===== config.mk =====
export PLATFORM = sky130hd
export DESIGN_NAME = uart_receiver_from_pulse_widths_unit
export DESIGN_NICKNAME = d
export VERILOG_FILES = /design/src/rtl/uartpw_pkg.sv /design/src/rtl/uart_receiver_from_pulse_widths_unit.sv /design/src/rtl/uartpw_csr.sv /design/src/rtl/uartpw_midcount.sv
export SDC_FILE = /design/constraint.sdc
export NUM_CORES = 1
export LEC_CHECK = 0
export BUFFER_PORTS_ARGS = -buffer_cell sky130_fd_sc_hd__buf_4
export CORE_MARGIN = 3
export CORE_UTILIZATION = 25
export CTS_CLUSTER_SIZE = 25
export DETAILED_ROUTE_END_ITERATION = 6
export PLACE_DENSITY = 0.45
export SLEW_MARGIN = 25
export SYNTH_ARGS = -nofsm -noshare
export SYNTH_HDL_FRONTEND = slang
export SYNTH_HIERARCHICAL = 1
export SYNTH_SLANG_ARGS = --single-unit

===== constraint.sdc =====
create_clock -name clock -period 6.7 [get_ports clock]
set_input_delay 1.675 -clock clock [delete_from_list [all_inputs] [get_ports clock]]
set_output_delay 1.675 -clock clock [all_outputs]
set_load 0.005 [all_outputs]

===== src/rtl/uartpw_pkg.sv =====
// Package for the pulse-width UART receiver: widths, reset values, codes and types.
// Depends on nothing; used by every module of the block.
`default_nettype none

package uartpw_pkg;

   localparam int unsigned TICK_W     = 16;
   localparam int unsigned HALF_W     = 15;
   localparam int unsigned DUR_W      = 15;
   localparam int unsigned ELAPSED_W  = 24;
   localparam int unsigned END_W      = 25;
   localparam int unsigned BITS_W     = 4;
   localparam int unsigned SHIFT_W    = 13;
   localparam int unsigned DATA_W     = 8;
   localparam int unsigned DW_W       = 4;
   localparam int unsigned MODE_W     = 2;
   localparam int unsigned STOP_W     = 2;
   localparam int unsigned CSR_IDX_W  = 2;
   localparam int unsigned CSR_DATA_W = 16;

   localparam logic [TICK_W-1:0] BIT_TICKS_RESET   = 16'd174;
   localparam logic [DW_W-1:0]   DATA_WIDTH_RESET  = 4'd8;
   localparam logic [MODE_W-1:0] PARITY_MODE_RESET = 2'd0;
   localparam logic [STOP_W-1:0] STOP_COUNT_RESET  = 2'd1;

   localparam logic [TICK_W-1:0] BIT_TICKS_MIN  = 16'd2;
   localparam logic [DW_W-1:0]   DATA_WIDTH_MIN = 4'd5;
   localparam logic [DW_W-1:0]   DATA_WIDTH_MAX = 4'd8;
   localparam logic [STOP_W-1:0] STOP_COUNT_MIN = 2'd1;
   localparam logic [STOP_W-1:0] STOP_COUNT_MAX = 2'd2;

   localparam logic [ELAPSED_W-1:0] ELAPSED_MAX = {ELAPSED_W{1'b1}};
   localparam logic [SHIFT_W-1:0]   SHIFT_ONES  = {SHIFT_W{1'b1}};

   typedef enum logic [CSR_IDX_W-1:0] {
      REG_BIT_TICKS   = 2'd0,
      REG_DATA_WIDTH  = 2'd1,
      REG_PARITY_MODE = 2'd2,
      REG_STOP_COUNT  = 2'd3
   } csr_index_type;

   typedef enum logic [MODE_W-1:0] {
      PARITY_NONE = 2'd0,
      PARITY_EVEN = 2'd1,
      PARITY_ODD  = 2'd2
   } parity_type;

   typedef enum logic [2:0] {
      ST_IDLE,
      ST_CHECK,
      ST_SUM,
      ST_DECIDE,
      ST_COUNT,
      ST_APPLY,
      ST_EMIT
   } state_type;

   typedef struct packed {
      logic [TICK_W-1:0] bit_ticks;
      logic [HALF_W-1:0] half_ticks;
      logic [DW_W-1:0]   data_width;
      parity_type        parity;
      logic [BITS_W-1:0] frame_len;
   } cfg_type;

   typedef struct packed {
      logic               start;
      logic [END_W-1:0]   target;
      logic [BITS_W-1:0]  limit;
   } mid_ctl_type;

   typedef struct packed {
      logic              done;
      logic [BITS_W-1:0] count;
   } mid_sts_type;

endpackage

`default_nettype wire


===== src/rtl/uart_receiver_from_pulse_widths_unit.sv =====
// A pulse passes ST_CHECK, ST_SUM, ST_DECIDE and ST_APPLY, then ST_EMIT when it closes a frame;
// a pulse longer than half a bit time also waits in ST_COUNT for the midpoint counter.
// A high pulse before any bit of a frame is dropped in ST_CHECK. A finished frame is
// offered on rsp_ once the result register is free; one pulse is in work at a time.
// Reset is synchronous: it clears the frame, the sequencer and the valid flag of the result register.
// Top level of the pulse-width UART receiver; depends on uartpw_pkg, uartpw_csr, uartpw_midcount.
`default_nettype none

module uart_receiver_from_pulse_widths_unit (
   input  wire logic                                 clock,
   input  wire logic                                 reset,
   input  wire logic                                 req_tvalid,
   output logic                                      req_tready,
   input  wire logic [15:0]                          req_tdata,  // line_level, pulse_ticks
   input  wire logic [0:0]                           req_tuser,  // batch_start
   output logic                                      rsp_tvalid,
   input  wire logic                                 rsp_tready,
   output logic [7:0]                                rsp_tdata,  // rx_data
   output logic [0:0]                                rsp_tuser,  // parity_error
   input  wire logic                                 csr_valid,
   output logic                                      csr_ready,
   input  wire logic [uartpw_pkg::CSR_IDX_W-1:0]     csr_index,
   input  wire logic [uartpw_pkg::CSR_DATA_W-1:0]    csr_data
);

   uartpw_pkg::cfg_type      cfg;
   uartpw_pkg::mid_ctl_type  mid_ctl;
   uartpw_pkg::mid_sts_type  mid_sts;

   uartpw_pkg::state_type    state_ff, state_in;

   logic                                level_ff, level_in;
   logic [uartpw_pkg::DUR_W-1:0]        dur_ff, dur_in;
   logic [uartpw_pkg::BITS_W-1:0]       bits_ff, bits_in;
   logic [uartpw_pkg::SHIFT_W-1:0]      shift_ff, shift_in;
   logic [uartpw_pkg::ELAPSED_W-1:0]    elapsed_ff, elapsed_in;
   logic [uartpw_pkg::END_W-1:0]        end_ff, end_in;
   logic [uartpw_pkg::BITS_W-1:0]       rb_ff, rb_in;
   logic                                rsp_valid_ff, rsp_valid_in;
   logic [uartpw_pkg::DATA_W-1:0]       rsp_data_ff, rsp_data_in;
   logic                                rsp_err_ff, rsp_err_in;

   logic                                accept;
   logic                                load;
   logic [uartpw_pkg::BITS_W-1:0]       left;
   logic [uartpw_pkg::BITS_W-1:0]       rb_clamped;
   logic [uartpw_pkg::BITS_W-1:0]       bits_next;
   logic [uartpw_pkg::SHIFT_W-1:0]      set_mask;
   logic [uartpw_pkg::END_W-1:0]        half_ext;
   logic [uartpw_pkg::DATA_W:0]         data_mask;
   logic [uartpw_pkg::DATA_W-1:0]       data_bits;
   logic [uartpw_pkg::BITS_W-1:0]       par_idx;
   logic                                par_bit;
   logic                                par_calc;
   logic                                par_err;

   uartpw_csr u_csr (
      .clock     (clock),
      .reset     (reset),
      .csr_valid (csr_valid),
      .csr_ready (csr_ready),
      .csr_index (csr_index),
      .csr_data  (csr_data),
      .cfg       (cfg)
   );

   uartpw_midcount u_midcount (
      .clock (clock),
      .reset (reset),
      .ctl   (mid_ctl),
      .step  (cfg.bit_ticks),
      .sts   (mid_sts)
   );

   assign req_tready = (state_ff == uartpw_pkg::ST_IDLE);
   assign accept     = req_tvalid && req_tready;
   assign rsp_tvalid = rsp_valid_ff;
   assign rsp_tdata  = rsp_data_ff;
   assign rsp_tuser  = rsp_err_ff;

   assign left       = cfg.frame_len - bits_ff;
   assign rb_clamped = (rb_ff > left) ? left : rb_ff;
   assign bits_next  = bits_ff + rb_clamped;
   assign set_mask   = (uartpw_pkg::SHIFT_ONES << bits_ff)
                       & ~(uartpw_pkg::SHIFT_ONES << bits_next);
   assign half_ext   = {{(uartpw_pkg::END_W-uartpw_pkg::HALF_W){1'b0}}, cfg.half_ticks};

   assign data_mask  = (9'd1 << cfg.data_width) - 9'd1;
   assign data_bits  = shift_ff[uartpw_pkg::DATA_W:1] & data_mask[uartpw_pkg::DATA_W-1:0];
   assign par_idx    = cfg.data_width + 4'd1;
   assign par_bit    = shift_ff[par_idx];
   assign par_calc   = ^data_bits;

   always_comb begin
      unique case (cfg.parity)
         uartpw_pkg::PARITY_EVEN: par_err = (par_calc != par_bit);
         uartpw_pkg::PARITY_ODD:  par_err = (par_calc == par_bit);
         default:                 par_err = 1'b0;
      endcase
   end

   always_comb begin
      state_in      = state_ff;
      level_in      = level_ff;
      dur_in        = dur_ff;
      bits_in       = bits_ff;
      shift_in      = shift_ff;
      elapsed_in    = elapsed_ff;
      end_in        = end_ff;
      rb_in         = rb_ff;
      mid_ctl.start = 1'b0;
      mid_ctl.target = end_ff - half_ext;
      mid_ctl.limit = cfg.frame_len;
      load          = 1'b0;

      unique case (state_ff)
         uartpw_pkg::ST_IDLE: begin
            if (accept) begin
               level_in = req_tdata[0];
               dur_in   = req_tdata[15:1];
               if (req_tuser[0]) begin
                  bits_in    = '0;
                  shift_in   = '0;
                  elapsed_in = '0;
               end
               state_in = uartpw_pkg::ST_CHECK;
            end
         end
         uartpw_pkg::ST_CHECK: begin
            if (bits_ff == '0 && level_ff) begin
               state_in = uartpw_pkg::ST_IDLE;
            end else begin
               if (bits_ff >= cfg.frame_len) begin
                  bits_in    = '0;
                  shift_in   = '0;
                  elapsed_in = '0;
               end
               state_in = uartpw_pkg::ST_SUM;
            end
         end
         uartpw_pkg::ST_SUM: begin
            end_in   = {1'b0, elapsed_ff}
                       + {{(uartpw_pkg::END_W-uartpw_pkg::DUR_W){1'b0}}, dur_ff};
            state_in = uartpw_pkg::ST_DECIDE;
         end
         uartpw_pkg::ST_DECIDE: begin
            priority if (dur_ff == '0) begin
               rb_in    = left;
               state_in = uartpw_pkg::ST_APPLY;
            end else if (dur_ff <= cfg.half_ticks) begin
               rb_in    = 4'd1;
               state_in = uartpw_pkg::ST_APPLY;
            end else if (end_ff > half_ext) begin
               mid_ctl.start = 1'b1;
               state_in      = uartpw_pkg::ST_COUNT;
            end else begin
               rb_in    = '0;
               state_in = uartpw_pkg::ST_APPLY;
            end
         end
         uartpw_pkg::ST_COUNT: begin
            if (mid_sts.done) begin
               rb_in    = (mid_sts.count > bits_ff) ? (mid_sts.count - bits_ff) : '0;
               state_in = uartpw_pkg::ST_APPLY;
            end
         end
         uartpw_pkg::ST_APPLY: begin
            if (level_ff) begin
               shift_in = shift_ff | set_mask;
            end
            bits_in    = bits_next;
            elapsed_in = end_ff[uartpw_pkg::ELAPSED_W] ? uartpw_pkg::ELAPSED_MAX
                                                       : end_ff[uartpw_pkg::ELAPSED_W-1:0];
            state_in   = (bits_next >= cfg.frame_len) ? uartpw_pkg::ST_EMIT
                                                      : uartpw_pkg::ST_IDLE;
         end
         uartpw_pkg::ST_EMIT: begin
            if (!rsp_valid_ff || rsp_tready) begin
               load       = 1'b1;
               bits_in    = '0;
               shift_in   = '0;
               elapsed_in = '0;
               state_in   = uartpw_pkg::ST_IDLE;
            end
         end
         default: begin
            state_in = uartpw_pkg::ST_IDLE;
         end
      endcase
   end

   assign rsp_valid_in = load || (rsp_valid_ff && !rsp_tready);
   assign rsp_data_in  = load ? data_bits : rsp_data_ff;
   assign rsp_err_in   = load ? par_err : rsp_err_ff;

   always_ff @(posedge clock) begin
      if (reset) begin
         state_ff     <= uartpw_pkg::ST_IDLE;
         bits_ff      <= '0;
         shift_ff     <= '0;
         elapsed_ff   <= '0;
         rsp_valid_ff <= 1'b0;
      end else begin
         state_ff     <= state_in;
         bits_ff      <= bits_in;
         shift_ff     <= shift_in;
         elapsed_ff   <= elapsed_in;
         rsp_valid_ff <= rsp_valid_in;
      end
      level_ff    <= level_in;
      dur_ff      <= dur_in;
      end_ff      <= end_in;
      rb_ff       <= rb_in;
      rsp_data_ff <= rsp_data_in;
      rsp_err_ff  <= rsp_err_in;
   end

endmodule

`default_nettype wire


===== src/rtl/uartpw_csr.sv =====
// Configuration registers of the pulse-width UART receiver and their effective values.
// Depends on uartpw_pkg.
`default_nettype none

module uartpw_csr (
   input  wire logic                                 clock,
   input  wire logic                                 reset,
   input  wire logic                                 csr_valid,
   output logic                                      csr_ready,
   input  wire logic [uartpw_pkg::CSR_IDX_W-1:0]     csr_index,
   input  wire logic [uartpw_pkg::CSR_DATA_W-1:0]    csr_data,
   output uartpw_pkg::cfg_type                       cfg
);

   logic [uartpw_pkg::TICK_W-1:0] bit_ticks_ff, bit_ticks_in;
   logic [uartpw_pkg::DW_W-1:0]   data_width_ff, data_width_in;
   logic [uartpw_pkg::MODE_W-1:0] parity_mode_ff, parity_mode_in;
   logic [uartpw_pkg::STOP_W-1:0] stop_count_ff, stop_count_in;

   logic [uartpw_pkg::TICK_W-1:0] bt_eff;
   logic [uartpw_pkg::DW_W-1:0]   dw_eff;
   logic [uartpw_pkg::STOP_W-1:0] stop_eff;
   uartpw_pkg::parity_type        par_eff;

   assign csr_ready = 1'b1;

   always_comb begin
      bit_ticks_in   = bit_ticks_ff;
      data_width_in  = data_width_ff;
      parity_mode_in = parity_mode_ff;
      stop_count_in  = stop_count_ff;
      if (csr_valid && csr_ready) begin
         unique case (uartpw_pkg::csr_index_type'(csr_index))
            uartpw_pkg::REG_BIT_TICKS:   bit_ticks_in   = csr_data;
            uartpw_pkg::REG_DATA_WIDTH:  data_width_in  = csr_data[uartpw_pkg::DW_W-1:0];
            uartpw_pkg::REG_PARITY_MODE: parity_mode_in = csr_data[uartpw_pkg::MODE_W-1:0];
            uartpw_pkg::REG_STOP_COUNT:  stop_count_in  = csr_data[uartpw_pkg::STOP_W-1:0];
         endcase
      end
   end

   always_ff @(posedge clock) begin
      if (reset) begin
         bit_ticks_ff   <= uartpw_pkg::BIT_TICKS_RESET;
         data_width_ff  <= uartpw_pkg::DATA_WIDTH_RESET;
         parity_mode_ff <= uartpw_pkg::PARITY_MODE_RESET;
         stop_count_ff  <= uartpw_pkg::STOP_COUNT_RESET;
      end else begin
         bit_ticks_ff   <= bit_ticks_in;
         data_width_ff  <= data_width_in;
         parity_mode_ff <= parity_mode_in;
         stop_count_ff  <= stop_count_in;
      end
   end

   always_comb begin
      bt_eff = (bit_ticks_ff < uartpw_pkg::BIT_TICKS_MIN) ? uartpw_pkg::BIT_TICKS_MIN
                                                          : bit_ticks_ff;
      priority if (data_width_ff < uartpw_pkg::DATA_WIDTH_MIN) begin
         dw_eff = uartpw_pkg::DATA_WIDTH_MIN;
      end else if (data_width_ff > uartpw_pkg::DATA_WIDTH_MAX) begin
         dw_eff = uartpw_pkg::DATA_WIDTH_MAX;
      end else begin
         dw_eff = data_width_ff;
      end
      priority if (stop_count_ff < uartpw_pkg::STOP_COUNT_MIN) begin
         stop_eff = uartpw_pkg::STOP_COUNT_MIN;
      end else if (stop_count_ff > uartpw_pkg::STOP_COUNT_MAX) begin
         stop_eff = uartpw_pkg::STOP_COUNT_MAX;
      end else begin
         stop_eff = stop_count_ff;
      end
      unique case (parity_mode_ff)
         uartpw_pkg::PARITY_EVEN: par_eff = uartpw_pkg::PARITY_EVEN;
         uartpw_pkg::PARITY_ODD:  par_eff = uartpw_pkg::PARITY_ODD;
         default:                 par_eff = uartpw_pkg::PARITY_NONE;
      endcase

      cfg.bit_ticks  = bt_eff;
      cfg.half_ticks = bt_eff[uartpw_pkg::TICK_W-1:1];
      cfg.data_width = dw_eff;
      cfg.parity     = par_eff;
      cfg.frame_len  = 4'd1 + dw_eff
                       + {3'b000, (par_eff != uartpw_pkg::PARITY_NONE)}
                       + {2'b00, stop_eff};
   end

endmodule

`default_nettype wire


===== src/rtl/uartpw_midcount.sv =====
// Add-and-compare unit that counts bit midpoints, one bit time per cycle.
// It gives the ceiling of target over step, held at the limit. Depends on uartpw_pkg.
`default_nettype none

module uartpw_midcount (
   input  wire logic                              clock,
   input  wire logic                              reset,
   input  wire uartpw_pkg::mid_ctl_type           ctl,
   input  wire logic [uartpw_pkg::TICK_W-1:0]     step,
   output uartpw_pkg::mid_sts_type                sts
);

   logic                            run_ff, run_in;
   logic [uartpw_pkg::END_W-1:0]    acc_ff, acc_in;
   logic [uartpw_pkg::END_W-1:0]    target_ff, target_in;
   logic [uartpw_pkg::BITS_W-1:0]   count_ff, count_in;
   logic [uartpw_pkg::BITS_W-1:0]   limit_ff, limit_in;
   logic                            finished;

   assign finished  = (acc_ff >= target_ff) || (count_ff == limit_ff);
   assign sts.done  = run_ff && finished;
   assign sts.count = count_ff;

   always_comb begin
      run_in    = run_ff;
      acc_in    = acc_ff;
      target_in = target_ff;
      count_in  = count_ff;
      limit_in  = limit_ff;
      if (ctl.start) begin
         run_in    = 1'b1;
         acc_in    = '0;
         count_in  = '0;
         target_in = ctl.target;
         limit_in  = ctl.limit;
      end else if (run_ff) begin
         if (finished) begin
            run_in = 1'b0;
         end else begin
            acc_in   = acc_ff + {{(uartpw_pkg::END_W-uartpw_pkg::TICK_W){1'b0}}, step};
            count_in = count_ff + 4'd1;
         end
      end
   end

   always_ff @(posedge clock) begin
      if (reset) begin
         run_ff <= 1'b0;
      end else begin
         run_ff <= run_in;
      end
      acc_ff    <= acc_in;
      target_ff <= target_in;
      count_ff  <= count_in;
      limit_ff  <= limit_in;
   end

endmodule

`default_nettype wire


# After elaboration in Yosys (flattened, before gate mapping)
# Cells that the tools add are included.
[totals] word_cells=157 romBits=0 register_bits=182 ram_bits=0 n_memories=0 latch_bits=0 in_bits=40 output_inout_bits=12
[classes] shift=3 addsub=11 reduce_logical=27 n_mux=54 mul=0 bitwise_logic=5 n_div=0 n_eq_ne=24 n_lt_le_gt_ge=13
[ops] operator="2-to-1 mux 24 bit" n=6
[ops] operator="case mux 24 bit (4 select lines)" n=1
[ops] operator="2-to-1 mux 13 bit" n=6
[ops] operator="2-to-1 mux 4 bit" n=13
[ops] operator="case mux 13 bit (4 select lines)" n=1
[ops] operator="<< shifter 13 x 4 -> 13 bit (first input constant)" n=2
[ops] operator="adder 24 x 15 -> 25 bit" n=1
[ops] operator="adder 25 x 16 -> 25 bit" n=1
[ops] operator="greater-or-equal comparator 25 bit" n=1
[ops] operator="greater-than comparator 25 x 15 -> 1 bit" n=1
[ops] operator="subtractor 25 x 15 -> 25 bit" n=1
[ops] operator="case mux 3 bit (7 select lines)" n=1
[ops] operator="< comparator 16 x 2 -> 1 bit (second input constant)" n=1
[ops] operator="2-to-1 mux 16 bit" n=1
[ops] operator="case mux 4 bit (4 select lines)" n=1
[ops] operator="less-or-equal comparator 15 bit" n=1
[ops] operator="zero test 15 bit" n=1
[ops] operator="AND 13 bit" n=1
[ops] operator="2-to-1 mux 1 bit" n=13
[ops] operator="NOT 13 bit" n=1
[ops] operator="bitwise OR 13 bit" n=1
[ops] operator="2-to-1 mux 3 bit" n=4
[ops] operator="AND reduction 2 bit" n=6
[ops] operator="inequality test 2 bit (second input constant)" n=5
[ops] operator="other kinds (44)" n=66

# Longest topological paths before layout
[logic_depth] word_depth=16 ltp_mapped=29

# By module
# The synthesis kept the hierarchy.
[by_module_without_submodules] mod="uart_receiver_from_pulse_widths_unit" instances=1 cells_each=681 area_per_inst_um2=6691.4
[by_module_without_submodules] mod="uartpw_midcount" instances=1 cells_each=364 area_per_inst_um2=3549.7
[by_module_without_submodules] mod="uartpw_csr" instances=1 cells_each=158 area_per_inst_um2=1247.4

# Worst setup path before layout
# OpenSTA, ideal clock, no wires.
[synth_path] path_type="flip-flop to flip-flop" start="register u_csr/data_width_ff[3] in the netlist's numbering" end="register state_ff[2]" t_required_ps=6622 path_slack_ps=1162 path_stages_with_launch=28 arrival_time_ps=5460 cell_sequence="dfxtp_1 inv_1 o21ai_0 ha_1 inv_1 ha_1 fa_1 fa_1 inv_1 ha_1 nor2b_1 o21a_1 o21a_1 o21ai_2 nand2_1 o21ai_0 ha_1 a21o_1 a21oi_1 xnor2_1 xnor2_2 inv_1 ha_1 a21oi_1 or2_2 a22oi_1 nor2_1 nor3_1"
[synth_lines] element="start, declared" line_no="uartpw_csr.sv:16" text="logic [uartpw_pkg::DW_W-1:0] data_width_ff, data_width_in;"
[synth_lines] element="start signal, assigned" line_no="uartpw_csr.sv:45" text="data_width_ff <= uartpw_pkg::DATA_WIDTH_RESET;"
[synth_lines] element="start signal, assigned" line_no="uartpw_csr.sv:50" text="data_width_ff <= data_width_in;"
[synth_lines] element="end signal, assigned" line_no="uart_receiver_from_pulse_widths_unit.sv:198" text="state_ff <= uartpw_pkg::ST_IDLE;"
[synth_lines] element="end signal, assigned" line_no="uart_receiver_from_pulse_widths_unit.sv:204" text="state_ff <= state_in;"
[synth_lines] element="end, declared" line_no="uart_receiver_from_pulse_widths_unit.sv:30" text="uartpw_pkg::state_type state_ff, state_in;"

==> results.sh <==
export IMPL_synth_seq_cells=181
export IMPL_p_leak_nw=5.28
export IMPL_tns_ns=0
export IMPL_initial_core_util_pct=25.6
export IMPL_drc=2
export IMPL_die_w_um=220
export IMPL_vias_per_cell=4.60
export IMPL_first_global_vias=8519
export IMPL_syn_inst=1203
export IMPL_grt_overflow=0
export IMPL_synth_edf_count=83
export IMPL_die_y_um=220
export IMPL_tightest_slew_ns=1.01
export IMPL_wl_um=28300
export IMPL_async_flop_share_pct=0
export IMPL_nets=1383
export IMPL_cts_buffers=17
export IMPL_via_count=8374
export IMPL_drt_iter0_markers=463
export IMPL_crit_path_end_kind="register"
export IMPL_min_period_ns=5.98
export IMPL_drv_cap=0
export IMPL_fp_row_count=77
export IMPL_startpoint="u_csr/data_width_ff[3]"
export IMPL_worstHoldPathType="register to register"
export IMPL_syn_area_per_cell_sq_um=9.55
export IMPL_cts_root_buf="clkbuf_16"
export IMPL_ant_nets=0
export IMPL_slew_headroom_pct=32.7
export IMPL_fin_ws_ns=0.722
export IMPL_postCtsHoldBufs=0
export IMPL_hpwl_um=21800
export IMPL_grt_max_degree=36
export IMPL_vdd_ir_drop_max_mv=0.195
export IMPL_grt_use_total_pct=12.1
export IMPL_synth_net_count=1370
export IMPL_hp_start="shift_ff[0]"
export IMPL_portBuffers=50
export IMPL_critPathLaunchType="register"
export IMPL_fmax_mhz=167
export IMPL_core_sq_mm=0.0448
export IMPL_antenna_found_initial=1
export IMPL_r2r_start="u_csr/data_width_ff[3]"
export IMPL_gp_congestion=0.793
export IMPL_synthDistinctLibCells=77
export IMPL_clk_insertion_delay_late_ns=0.46
export IMPL_setup_viol=0
export IMPL_insertedDiodeCount=0
export IMPL_io_pins=52
export IMPL_nFillCells=4708
export IMPL_dieArea_sq_mm=0.0486
export IMPL_fin_crit_sh_pct=89.2
export IMPL_wire_per_inst_um=15.5
export IMPL_cts_tree="done"
export IMPL_ys_warn_count=6
export IMPL_ctsHtreeMaxLevel=4
export IMPL_critPathRequiredTime_ns=7.08
export IMPL_drive_gt1_share_pct=9.36
export IMPL_clkTransAtPathRegs_ns=0.07
export IMPL_clk_path_buf_depth=2
export IMPL_maxSlewViolCount=0
export IMPL_postPlaceCellArea_sq_mm=0.0123
export IMPL_critPathKind="register to register"
export IMPL_status="complete, but fails checks"
export IMPL_p_per_area_mw_per_mm2=293
export IMPL_drtPass1Iterations=7
export IMPL_ys_seq_area_share_pct=38.8
export IMPL_postLayoutCellArea_sq_mm=0.0129
export IMPL_violations="DRC"
export IMPL_final_util_pct=28.9
export IMPL_rsz0062_at_grt="no"
export IMPL_crit_arrival_ns=6.36
export IMPL_ys_flop_type="dfxtp_1"
export IMPL_netlist_area_sq_mm=0.0115
export IMPL_finalClockSkew_ns=0.0106
export IMPL_place_ws_ns=0.353
export IMPL_areaGrowthSynthToFinish_pct=12.6
export IMPL_cts_sinks=181
export IMPL_hold_viol=0
export IMPL_path_max_fanout=13
export IMPL_grt_pass1_wl_um=46000
==> placed cells by master (no fill, tap or decap), types with 28 or more instances in the layout <==
cell	instances
ha_1	120
nand2_1	106
dfxtp_1	97
a21oi_1	94
inv_1	88
edfxtp_1	83
nor2_1	81
buf_4	56
xnor2_1	45
a21o_1	43
o21ai_0	38
xor2_1	28
==> state kept, by name, summed over array words and instances, names as in the netlist, 2 cells and up <==
register	flops
end_ff	25
u_midcount/acc_ff	25
u_midcount/target_ff	25
elapsed_ff	24
u_csr/bit_ticks_ff	16
dur_ff	15
shift_ff	13
rsp_tdata	8
bits_ff	4
rb_ff	4
u_csr/data_width_ff	4
u_midcount/count_ff	4
u_midcount/limit_ff	4
state_ff	3
u_csr/parity_mode_ff	2
==> cells by family after synthesis <==
| logic type | Yosys count | synth area share (%) |
|---|---|---|
| XOR/XNOR | 76 | 5.99 |
| AND/OR/NAND/NOR | 347 | 15.1 |
| AO/OA/AOI/OAI | 307 | 18.2 |
| other | 1 | 0.0326 |
| flip-flops | 181 | 38.8 |
| buffers and inverters | 150 | 5.85 |
| adder cells (fa/ha/maj) | 127 | 14.3 |
| multiplexers | 14 | 1.75 |
==> cells in the mapped netlist (all sizes together), types with 4 or more instances <==
cell | count | area (sq um)
clkbuf | 33 | 124
a21boi | 9 | 67.6
o21ai | 41 | 209
nand3 | 22 | 115
ha | 120 | 1500
o21bai | 6 | 45.0
buf | 29 | 218
nand2b | 12 | 75.1
mux4 | 4 | 101
xnor2 | 48 | 443
nand2 | 106 | 398
or2 | 5 | 31.3
a32o | 5 | 50.1
nand4 | 17 | 113
or4 | 8 | 60.1
o41ai | 4 | 42.6
inv | 88 | 330
a22o | 11 | 96.3
nor2b | 20 | 125
fa | 7 | 140
edfxtp | 83 | 2490
o211ai | 4 | 35.0
o2bb2ai | 25 | 219
dfxtp | 98 | 1960
xor2 | 28 | 245
and3 | 10 | 62.6
or3b | 5 | 43.8
a211oi | 11 | 82.6
a21oi | 97 | 493
mux2i | 10 | 100
or3 | 8 | 50.1
nor4 | 13 | 81.3
nor2 | 81 | 304
a21o | 43 | 323
and2 | 6 | 40.0
nand3b | 10 | 75.1
a31oi | 7 | 43.8
o31ai | 10 | 80.1
o21a | 16 | 120
nor3 | 15 | 75.1
==> metrics by stage <==
step	hold WS [ns]	instances	power, mW
final	0.458	1821	3.79
after global routing	0.478	1821	4.07
after CTS	0.464	1820	3.83
after detailed placement	0.447	1788	2.75
after global placement	0.445	1788	2.74
after floorplan	0.418	1203	2.41
==> critical path, cell delays in order (launching register included) <==
cell and delay, ns:
dfxtp_2 0.40, inv_1 0.28, o21ai_0 0.20, ha_1 0.31, inv_1 0.04, ha_1 0.21, fa_1 0.55, fa_1 0.62
inv_1 0.07, ha_1 0.28, nor2b_1 0.14, o21a_1 0.17, o21a_1 0.17, o21ai_2 0.24, nand2_1 0.08, o21ai_0 0.16
ha_1 0.30, a21o_1 0.18, a21oi_1 0.18, xnor2_1 0.18, xnor2_2 0.15, inv_1 0.08, ha_1 0.27, a21oi_1 0.05
or2_2 0.28, a22oi_1 0.16, nor2_1 0.05, nor3_1 0.11
==> final cells by class <==
| cell class | count | area [sq um] | share of cell area, % |
|---|---|---|---|
| sequential | 181 | 4460 | 34.4 |
| clock buffer | 19 | 433 | 3.35 |
| clock inverter | 13 | 174 | 1.34 |
| tap | 592 | 741 | 5.73 |
| inverter | 88 | 330 | 2.55 |
| timing repair buffer | 56 | 420 | 3.25 |
| multi-input combinational | 872 | 6380 | 49.3 |
==> path summary, 6_finish.rpt <==
check,to,slack [ns],cells past startpoint
worst max register to register,state_ff[2],0.72,27
worst min-delay path,shift_ff[0],0.46,1
worst min register to register,shift_ff[0],0.46,1
worst max-delay path,state_ff[2],0.72,27
==> layer usage <==
metal / part of all wire, % / vias to the layer above / track usage [%]
li1: - / 4345 / -
met1: 50 / 3902 / 16.4
met2: 45 / 95 / 19.5
met3: 2.6 / 32 / 2.03
met4: 2.4 / 0 / 4.53
met5: 0 / - / 0
==> report_power, final <==
part	switching (mW)	internal (mW)	leakage [nW]	total (mW)
combinational	0.697	0.520	3.44	1.22
sequential	0.171	1.34	1.55	1.51
clock	0.465	0.594	0.290	1.06
total	1.33	2.45	5.28	3.79
==> timing repair <==
| item | in CTS | in global routing |
|---|---|---|
| setup endpoints to repair | 0 | 1 |
| buffers inserted | 0 | 1 |
| gates resized for setup | 0 | 1 |
Power figures use the tool's default switching activity.
